[src/hw/rtl/upd_pkg.sv]
// shared types, character codes and hex digit decoding for the url percent decoder
package upd_pkg;

  localparam logic [7:0] PctChar   = 8'h25;
  localparam logic [7:0] PlusChar  = 8'h2b;
  localparam logic [7:0] SpaceChar = 8'h20;

  localparam int unsigned MaxResults = 3;

  localparam logic [2:0] AddrPlusAsSpace = 3'd0;

  typedef enum logic [1:0] {
    PhaseIdle  = 2'd0,
    PhasePct   = 2'd1,
    PhaseDigit = 2'd2,
    PhaseSpare = 2'd3
  } phase_e;

  typedef struct packed {
    logic [7:0] out_byte;
    logic       out_last;
  } res_t;

  // bit 4 set means not a hex digit
  function automatic logic [4:0] hex_value(logic [7:0] b);
    logic [4:0] v;
    if (b >= 8'h30 && b <= 8'h39) begin
      v = {1'b0, b[3:0]};
    end else if ((b >= 8'h41 && b <= 8'h46) || (b >= 8'h61 && b <= 8'h66)) begin
      v = {1'b0, b[3:0] + 4'd9};
    end else begin
      v = 5'h10;
    end
    return v;
  endfunction

endpackage

[src/hw/rtl/upd_stream_if.sv]
// request channels of the url percent decoder: encoded characters in, decoded characters out
interface upd_in_if;
  logic       valid;
  logic       ready;
  logic [7:0] in_byte;
  logic       in_last;

  modport source (output valid, in_byte, in_last, input ready);
  modport sink (input valid, in_byte, in_last, output ready);
endinterface

interface upd_out_if;
  logic       valid;
  logic       ready;
  logic [7:0] out_byte;
  logic       out_last;

  modport source (output valid, out_byte, out_last, input ready);
  modport sink (input valid, out_byte, out_last, output ready);
endinterface

[src/hw/rtl/url_percent_decoder.sv]
// url percent decoder top level: escape decoding, plus handling and result buffer
//
// Encoded characters arrive on in_i, one request per character, with in_last
// on the final character of a string. Decoded characters leave on out_o, with
// out_last on the final decoded character. "%hh" (either case) becomes one
// byte; with the plus-to-space bit set, '+' becomes a space; a broken or
// cut-off escape passes through literally.
// Each accepted character is decoded in the cycle it is taken and yields zero
// to three results, which sit in a three-entry result buffer and appear on
// out_o from the next cycle on.
// A new character is taken while the last buffered result is being delivered,
// so the block sustains one character per cycle whenever the receiver is ready and
// each character yields at most one result; one with more results holds the output
// until all are out. A stalled receiver holds the buffer and in turn input. The user
// writes the plus-to-space bit via APB port at address 0 only while idle; not enforced.
// Reset empties the buffer, clears any pending escape and clears the plus-to-space bit.
module url_percent_decoder (
  input  logic        clk_i,
  input  logic        rst_ni,
  upd_in_if.sink      in_i,
  upd_out_if.source   out_o,
  input  logic        psel,
  input  logic        penable,
  input  logic        pwrite,
  input  logic [2:0]  paddr,
  input  logic [31:0] pwdata,
  output logic [31:0] prdata,
  output logic        pready
);
  import upd_pkg::*;

  logic       plus_q;
  phase_e     phase_q, phase_d;
  logic [7:0] held_q, held_d;
  res_t       slot_q [MaxResults];
  res_t       slot_d [MaxResults];
  logic [1:0] rem_q, rem_d;

  logic       in_fire, out_fire;
  logic [7:0] b;
  logic       last;
  logic [4:0] v;
  logic [4:0] hi;

  logic       pfx_pct, pfx_held;
  logic       tail_vld;
  res_t       tail;
  logic       plain_run;
  res_t       res [MaxResults];
  logic [1:0] res_n;

  assign pready = 1'b1;
  assign prdata = (paddr == AddrPlusAsSpace) ? {31'b0, plus_q} : 32'b0;

  always_ff @(posedge clk_i or negedge rst_ni) begin
    if (!rst_ni) begin
      plus_q <= 1'b0;
    end else if (psel && penable && pwrite && paddr == AddrPlusAsSpace) begin
      plus_q <= pwdata[0];
    end
  end

  assign in_i.ready   = (rem_q == 2'd0) || (rem_q == 2'd1 && out_o.ready);
  assign in_fire      = in_i.valid && in_i.ready;
  assign out_o.valid  = (rem_q != 2'd0);
  assign out_o.out_byte = slot_q[0].out_byte;
  assign out_o.out_last = slot_q[0].out_last;
  assign out_fire     = out_o.valid && out_o.ready;

  assign b    = in_i.in_byte;
  assign last = in_i.in_last;
  assign v    = hex_value(b);
  assign hi   = hex_value(held_q);

  // decode: optional literal prefix, then at most one tail result
  always_comb begin
    pfx_pct   = 1'b0;
    pfx_held  = 1'b0;
    plain_run = 1'b0;
    tail_vld  = 1'b0;
    tail      = '{out_byte: b, out_last: last};
    phase_d   = PhaseIdle;
    held_d    = held_q;
    case (phase_q)
      PhasePct: begin
        if (!v[4]) begin
          if (last) begin
            pfx_pct  = 1'b1;
            tail_vld = 1'b1;
          end else begin
            held_d  = b;
            phase_d = PhaseDigit;
          end
        end else begin
          pfx_pct   = 1'b1;
          plain_run = 1'b1;
        end
      end
      PhaseDigit: begin
        if (!v[4]) begin
          tail_vld = 1'b1;
          tail     = '{out_byte: {hi[3:0], v[3:0]}, out_last: last};
        end else begin
          pfx_pct   = 1'b1;
          pfx_held  = 1'b1;
          plain_run = 1'b1;
        end
      end
      default: begin
        plain_run = 1'b1;
      end
    endcase
    if (plain_run) begin
      if (b == PctChar && !last) begin
        phase_d = PhasePct;
      end else begin
        tail_vld = 1'b1;
        if (b == PlusChar && plus_q) begin
          tail.out_byte = SpaceChar;
        end
      end
    end
  end

  always_comb begin
    res[0] = '{out_byte: PctChar, out_last: 1'b0};
    res[1] = '{out_byte: held_q, out_last: 1'b0};
    res[2] = tail;
    res_n  = 2'd0;
    if (pfx_held) begin
      res_n = {1'b1, tail_vld};
    end else if (pfx_pct) begin
      res[1] = tail;
      res_n  = {tail_vld, ~tail_vld};
    end else begin
      res[0] = tail;
      res_n  = {1'b0, tail_vld};
    end
  end

  always_comb begin
    rem_d  = rem_q;
    slot_d = slot_q;
    if (in_fire) begin
      rem_d  = res_n;
      slot_d = res;
    end else if (out_fire) begin
      rem_d     = rem_q - 2'd1;
      slot_d[0] = slot_q[1];
      slot_d[1] = slot_q[2];
    end
  end

  always_ff @(posedge clk_i or negedge rst_ni) begin
    if (!rst_ni) begin
      phase_q <= PhaseIdle;
      held_q  <= 8'h00;
      rem_q   <= 2'd0;
    end else begin
      rem_q <= rem_d;
      if (in_fire) begin
        phase_q <= phase_d;
        held_q  <= held_d;
      end
    end
  end

  always_ff @(posedge clk_i) begin
    slot_q <= slot_d;
  end

endmodule
[src/flat_wrapper.sv]
// flat-port wrapper written by rule: the top's interface ports become plain ports
module url_percent_decoder_flat import upd_pkg::*;
  (clk_i, rst_ni, psel, penable, pwrite, paddr, pwdata, prdata, pready, in_i_valid, in_i_in_byte, in_i_in_last, in_i_ready, out_o_valid, out_o_out_byte, out_o_out_last, out_o_ready);
  upd_in_if in_i_i ();
  upd_out_if out_o_i ();
  input  logic clk_i;
  input  logic rst_ni;
  input  logic psel;
  input  logic penable;
  input  logic pwrite;
  input  logic [2:0] paddr;
  input  logic [31:0] pwdata;
  output logic [31:0] prdata;
  output logic pready;
  input wire logic [$bits(in_i_i.valid)-1:0] in_i_valid;
  input wire logic [$bits(in_i_i.in_byte)-1:0] in_i_in_byte;
  input wire logic [$bits(in_i_i.in_last)-1:0] in_i_in_last;
  output wire logic [$bits(in_i_i.ready)-1:0] in_i_ready;
  output wire logic [$bits(out_o_i.valid)-1:0] out_o_valid;
  output wire logic [$bits(out_o_i.out_byte)-1:0] out_o_out_byte;
  output wire logic [$bits(out_o_i.out_last)-1:0] out_o_out_last;
  input wire logic [$bits(out_o_i.ready)-1:0] out_o_ready;
  assign in_i_i.valid = in_i_valid;
  assign in_i_i.in_byte = in_i_in_byte;
  assign in_i_i.in_last = in_i_in_last;
  assign in_i_ready = in_i_i.ready;
  assign out_o_valid = out_o_i.valid;
  assign out_o_out_byte = out_o_i.out_byte;
  assign out_o_out_last = out_o_i.out_last;
  assign out_o_i.ready = out_o_ready;
  url_percent_decoder u_core (.clk_i(clk_i), .rst_ni(rst_ni), .in_i(in_i_i), .out_o(out_o_i), .psel(psel), .penable(penable), .pwrite(pwrite), .paddr(paddr), .pwdata(pwdata), .prdata(prdata), .pready(pready));
endmodule
[config.mk]
export PLATFORM = sky130hd
export DESIGN_NAME = url_percent_decoder_flat
export DESIGN_NICKNAME = d
export VERILOG_FILES = /design/src/hw/rtl/upd_pkg.sv /design/src/hw/rtl/upd_stream_if.sv /design/src/hw/rtl/url_percent_decoder.sv /design/src/flat_wrapper.sv
export SDC_FILE = /design/constraint.sdc
export NUM_CORES = 1
export LEC_CHECK = 0
export ABC_AREA = 1
export BUFFER_PORTS_ARGS = -buffer_cell sky130_fd_sc_hd__buf_2
export CORE_MARGIN = 4
export CORE_UTILIZATION = 52
export CTS_BUF_LIST = sky130_fd_sc_hd__clkbuf_2 sky130_fd_sc_hd__clkbuf_4 sky130_fd_sc_hd__clkbuf_8
export DETAILED_ROUTE_END_ITERATION = 10
export GPL_ROUTABILITY_DRIVEN = 0
export PLACE_DENSITY_LB_ADDON = 0.25
export SLEW_MARGIN = 30
export SYNTH_ARGS = -nofsm -noshare
export SYNTH_HDL_FRONTEND = slang
export SYNTH_SLANG_ARGS = --single-unit
[constraint.sdc]
create_clock -name clk_i -period 2.5 [get_ports clk_i]
set_input_delay 0.25 -clock clk_i [delete_from_list [all_inputs] [get_ports clk_i]]
set_output_delay 0.25 -clock clk_i [all_outputs]
set_load 0.05 [all_outputs]
# After elaboration in Yosys (flattened, before gate mapping)
# Index checks and enable logic that the tools add are counted.
word_totals:
  regBits: 40
  input_bits: 51
  output_inout_bits: 44
  elab_cells: 92
classes:
  n_addsub: 3
  n_lt_le_gt_ge: 12
  n_eq_ne: 5
  muxes: 35
  bitwise_logic: 3
  reduce_logical: 24
ops:
  columns: ["cell", "n"]
  rows:
  - ["18-bit two-way mux", 3]
  - ["9-bit two-way mux", 4]
  - ["8-bit by 7-bit greater-or-equal comparator with 1-bit output, second input constant", 4]
  - ["8-bit by 7-bit <= comparator with 1-bit output, second input constant", 4]
  - ["8-bit two-way mux", 3]
  - ["2-bit two-way mux", 9]
  - ["8-bit by 6-bit equality test with 1-bit output, second input constant", 2]
  - ["8-bit by 6-bit greater-or-equal comparator with 1-bit output, second input constant", 2]
  - ["8-bit by 6-bit <= comparator with 1-bit output, second input constant", 2]
  - ["1-bit logical AND", 14]
  - ["1-bit two-way mux", 10]
  - ["5-bit two-way mux", 2]
  - ["4-bit adder, second input constant", 2]
  - ["4-bit two-way mux", 2]
  - ["2-bit by 1-bit equality test with 1-bit output, second input constant", 2]
  - ["1-bit one-hot mux with 2 select lines", 2]
  - ["4-bit AND reduction", 1]
  - ["2-bit nonzero test", 2]
  - ["3-bit logical NOT", 1]
  - ["1-bit logical OR", 3]
  - ["1-bit NOT", 3]
  - ["2-bit equality test, second input constant", 1]
  - ["2-bit logical NOT", 1]
  - ["2-bit OR reduction", 1]
  - ["other kinds (2)", 2]

# Logic depth before layout (Yosys ltp)
depth:
  word_depth: 13
  depth_mapped: 16

# Worst setup path before layout
# No wires, ideal clock.
synth_timing:
  path_kind: "register to register"
  from: "register u_core.rem_q[0]"
  to: "register u_core.slot_q[9] (netlist bit), data pin"
  arrival_ns: 2.221
  path_slack_ns: 0.110
  stages_incl_launch_ff: 10
  path_buffers: 2
  cell_sequence: "dfrtp_1 inv_1 ha_1 inv_1 nand2_1 nand2_1 clkbuf_1 clkbuf_1 nand2_1 o31ai_1"
synth_rtl:
  columns: ["element", "line", "text"]
  rows:
  - ["start: declaration", "url_percent_decoder.sv:37", "logic [1:0] rem_q, rem_d;"]
  - ["start signal: assignment", "url_percent_decoder.sv:160", "rem_q <= rem_d;"]
  - ["end signal: assignment", "url_percent_decoder.sv:169", "slot_q <= slot_d;"]
  - ["end: declaration", "url_percent_decoder.sv:35", "res_t slot_q [MaxResults];"]

==> reports/qor.yml <==
max_stage_delay_ps: 460
p_sw_mw: 1.05
post_drt_wl_per_cell_um: 11.5
synth_fa_ha_area_share_pct: 5.88
crit_path_cell_trace: "inv_1, ha_1, inv_1, o211ai_1, nand2_1, nand2_1, nand2_1, nand2_1, inv_1, o21ai_2, nand2_1, nand3_1, nand2_1"
slowest_stage: "dfrtp_1"
crit_fanout: 7
synth.area.mux_share_pct: 0
cp-end-kind: "register"
finalCriticalPeriod_ps: 2090
hold_violations: 0
postCtsHoldBufs: 1
cts-root-buf: "clkbuf_8"
start_util_pct: 53.8
clk_latency_ps: 290
n_fill_cell: 505
grt_pass1_vias: 1900
seq_area_um2: 1140
critPathRequiredTime_ps: 2550
rows: 26
p_leak_nw: 1.50
cp_common_cell: "nand2_1"
clkSinkCount: 40
dr.pass1.iters: 4
vdd_drop_max_v: 0.000466
power_mw: 2.43
timing.hold.worst_path_depth: 3
cts_buffers: 5
place_ws_ps: 181
overflow: 0
dieArea_um2: 6550
cts_tree: "built"
timing.fmax_mhz: 478
reg2reg_depth: 13
min_to: "u_core.plus_q$_DFFE_PN0P_"
worstReg2RegEnd: "u_core.slot_q[17]$_DFFE_PP_"
yosysSeqAreaShare_pct: 41.1
gr-usage-all-layers_pct: 16.4
finalSetupViolCount: 0
antenna_found_initial: 0
rsz0062_at_grt: "no"
final_cell_mix: "nand2_1 (97), inv_1 (46), conb_1 (32)"
combPwrFrac_pct: 41.6
syn_area_um2: 2770
die_x_um: 80.9
final_common_cell: "nand2_1"
drc: 0
synth_cell_types: 33
maxCapViolCount: 0
yosys_warnings: 0
coreArea_um2: 5140
internal_power_mw: 1.38
diodes: 0
synth-compound-area-share_pct: 6.92
yosys.area_share.simple_pct: 26.9
synth_xor_area_share_pct: 0.317
post-route-period-util_pct: 83.6
post_cts_buffers: 0
antenna_left: 0
grt_max_degree: 20
max-clock-path-buffers: 2
ys_ff_latch: 40
nets: 430
slew_violations: 0
cts_max_level: 2
avgViaCountPerCell: 4.74
drt_iter0_drc: 145
cp_data_arrival_time_ps: 2140
skew_ps: 8.01
start_kind: "register"
synth_top_family_by_area: "simple AND/OR/NAND/NOR gates"
powerDensity_nw_per_um2: 835
vias: 2072
multi_input_area_um2: 1230
clkTransAtPathRegs_ps: 80
syn_avg_cell_area_um2: 8.18
ctsResizeCount: 0
drive_gt1_share_pct: 17.4
reg2reg_setup_slack_ps: 410
min_path_type: "primary input to register"
min_from: "pwdata[0]"
detailed_place_hpwl_um: 4040
clockPowerShare_pct: 17.0
area_delta_synth_final_pct: 5.38
grt_pass1_wl_um: 8420
finalWirelength_um: 5040
port_buffers: 31
syn_inst: 338
path_class: "register to register"
switching_share_pct: 43.2
status: "finished, final reports clean"
timing.rr.start: "u_core.held_q[0]$_DFFE_PN0P_"
hold_ws_ps: 162
power_frac_seq_pct: 41.4
fin_tns_setup_ps: 0
io_pins: 95
die_height_um: 80.9
setup_ws_ps: 410
-- sequential cells by signal, summed over array words and instances, names as in the netlist --
signal	count
u_core.slot_q	18
u_core.held_q	8
u_core.out_o.out_byte	8
u_core.phase_q	2
u_core.rem_q	2
u_core.out_o.out_last	1
u_core.plus_q	1
-- cell families after synthesis --
logic type      count (synthesis)
compound gates                 32
xor+xnor                        1
fa+ha+maj                      13
buf+inv                        94
flops                          40
other cells                     2
simple gates                  156
-- worst max-delay path: cells and delay by family (launching register included) --
family / cells / cell delay (ps)
simple gates: 7 / 540
flops: 1 / 460
compound gates: 2 / 430
buf+inv: 3 / 260
fa+ha+maj: 1 / 160
-- worst max path at each step --
stage,startpoint,endpoint,slack (ps)
finish,u_core.held_q[0]$_DFFE_PN0P_,u_core.slot_q[17]$_DFFE_PP_,410
global route,u_core.held_q[0]$_DFFE_PN0P_,u_core.slot_q[17]$_DFFE_PP_,220
CTS,u_core.held_q[0]$_DFFE_PN0P_,u_core.slot_q[17]$_DFFE_PP_,420
detailed placement,in_i_in_byte[0],u_core.rem_q[0]$_DFFE_PN0P_,180
global placement,in_i_in_byte[0],u_core.rem_q[0]$_DFFE_PN0P_,260
floorplan,u_core.rem_q[0]$_DFFE_PN0P_,u_core.slot_q[9]$_DFFE_PP_,110
-- layout make-up --
cell class / count / share of cell area, %
repair buffers: 36 / 6.70
clock buffers: 5 / 2.36
well taps: 70 / 3.01
inverters: 49 / 6.40
clock inverters: 3 / 0.472
multi-input cells: 234 / 42.1
flip-flops and latches: 40 / 39.0
-- routing by layer --
layer / track usage (%) / share of wire (%)
met1: 21.7 / 45
met2: 27.4 / 48
met3: 3.66 / 5.0
met4: 3.89 / 1.2
met5: 0 / 0
-- power groups by stage --
stage / Sequential [mW] / Combinational, mW / Clock, mW
after floorplan: 1.05 / 0.905 / 0
after global placement: 1.02 / 1.01 / 0
after detailed placement: 1.02 / 1.02 / 0
after CTS: 1.01 / 1.03 / 0.423
after global routing: 1.03 / 1.11 / 0.449
final: 1.01 / 1.01 / 0.412
-- through the flow --
| step | std cells | cell area, um^2 | util, % |
|---|---|---|---|
| 3_5_place_dp | 428 | 2820 | 54.9 |
| 3_3_place_gp | 428 | 2820 | 54.9 |
| 2_1_floorplan | 368 | 2880 | - |
| 6_report | 437 | 2910 | 56.7 |
| 4_1_cts | 437 | 2910 | 56.7 |
| 5_1_grt | 437 | 2910 | 56.7 |
-- cells in the mapped netlist --
cell type	number	area (um^2)
nand2_1	97	364
inv_1	46	173
buf_4	40	300
nand3_1	28	140
edfxtp_1	27	811
dfrtp_1	13	325
ha_1	13	163
o21ai_1	12	60.1
nor2_1	10	37.5
o21ai_0	8	40.0
o21ai_2	6	52.6
nand4_1	5	31.3
nand2_4	3	33.8
nand3_2	3	30.0
a21oi_1	2	10.0
buf_2	2	10.0
clkbuf_1	2	7.51
conb_1	2	7.51
inv_2	2	7.51
nand2_2	2	12.5
nand4_4	2	42.5
nor3_1	2	10.0
buf_6	1	11.3
inv_4	1	6.26
nand3_4	1	17.5
nor2_2	1	6.26
nor2_4	1	11.3
o211ai_1	1	7.51
o21a_1	1	7.51
o22ai_1	1	6.26
o31ai_1	1	7.51
or3_1	1	6.26
xor2_1	1	8.76
Power figures use the tool's default switching activity.
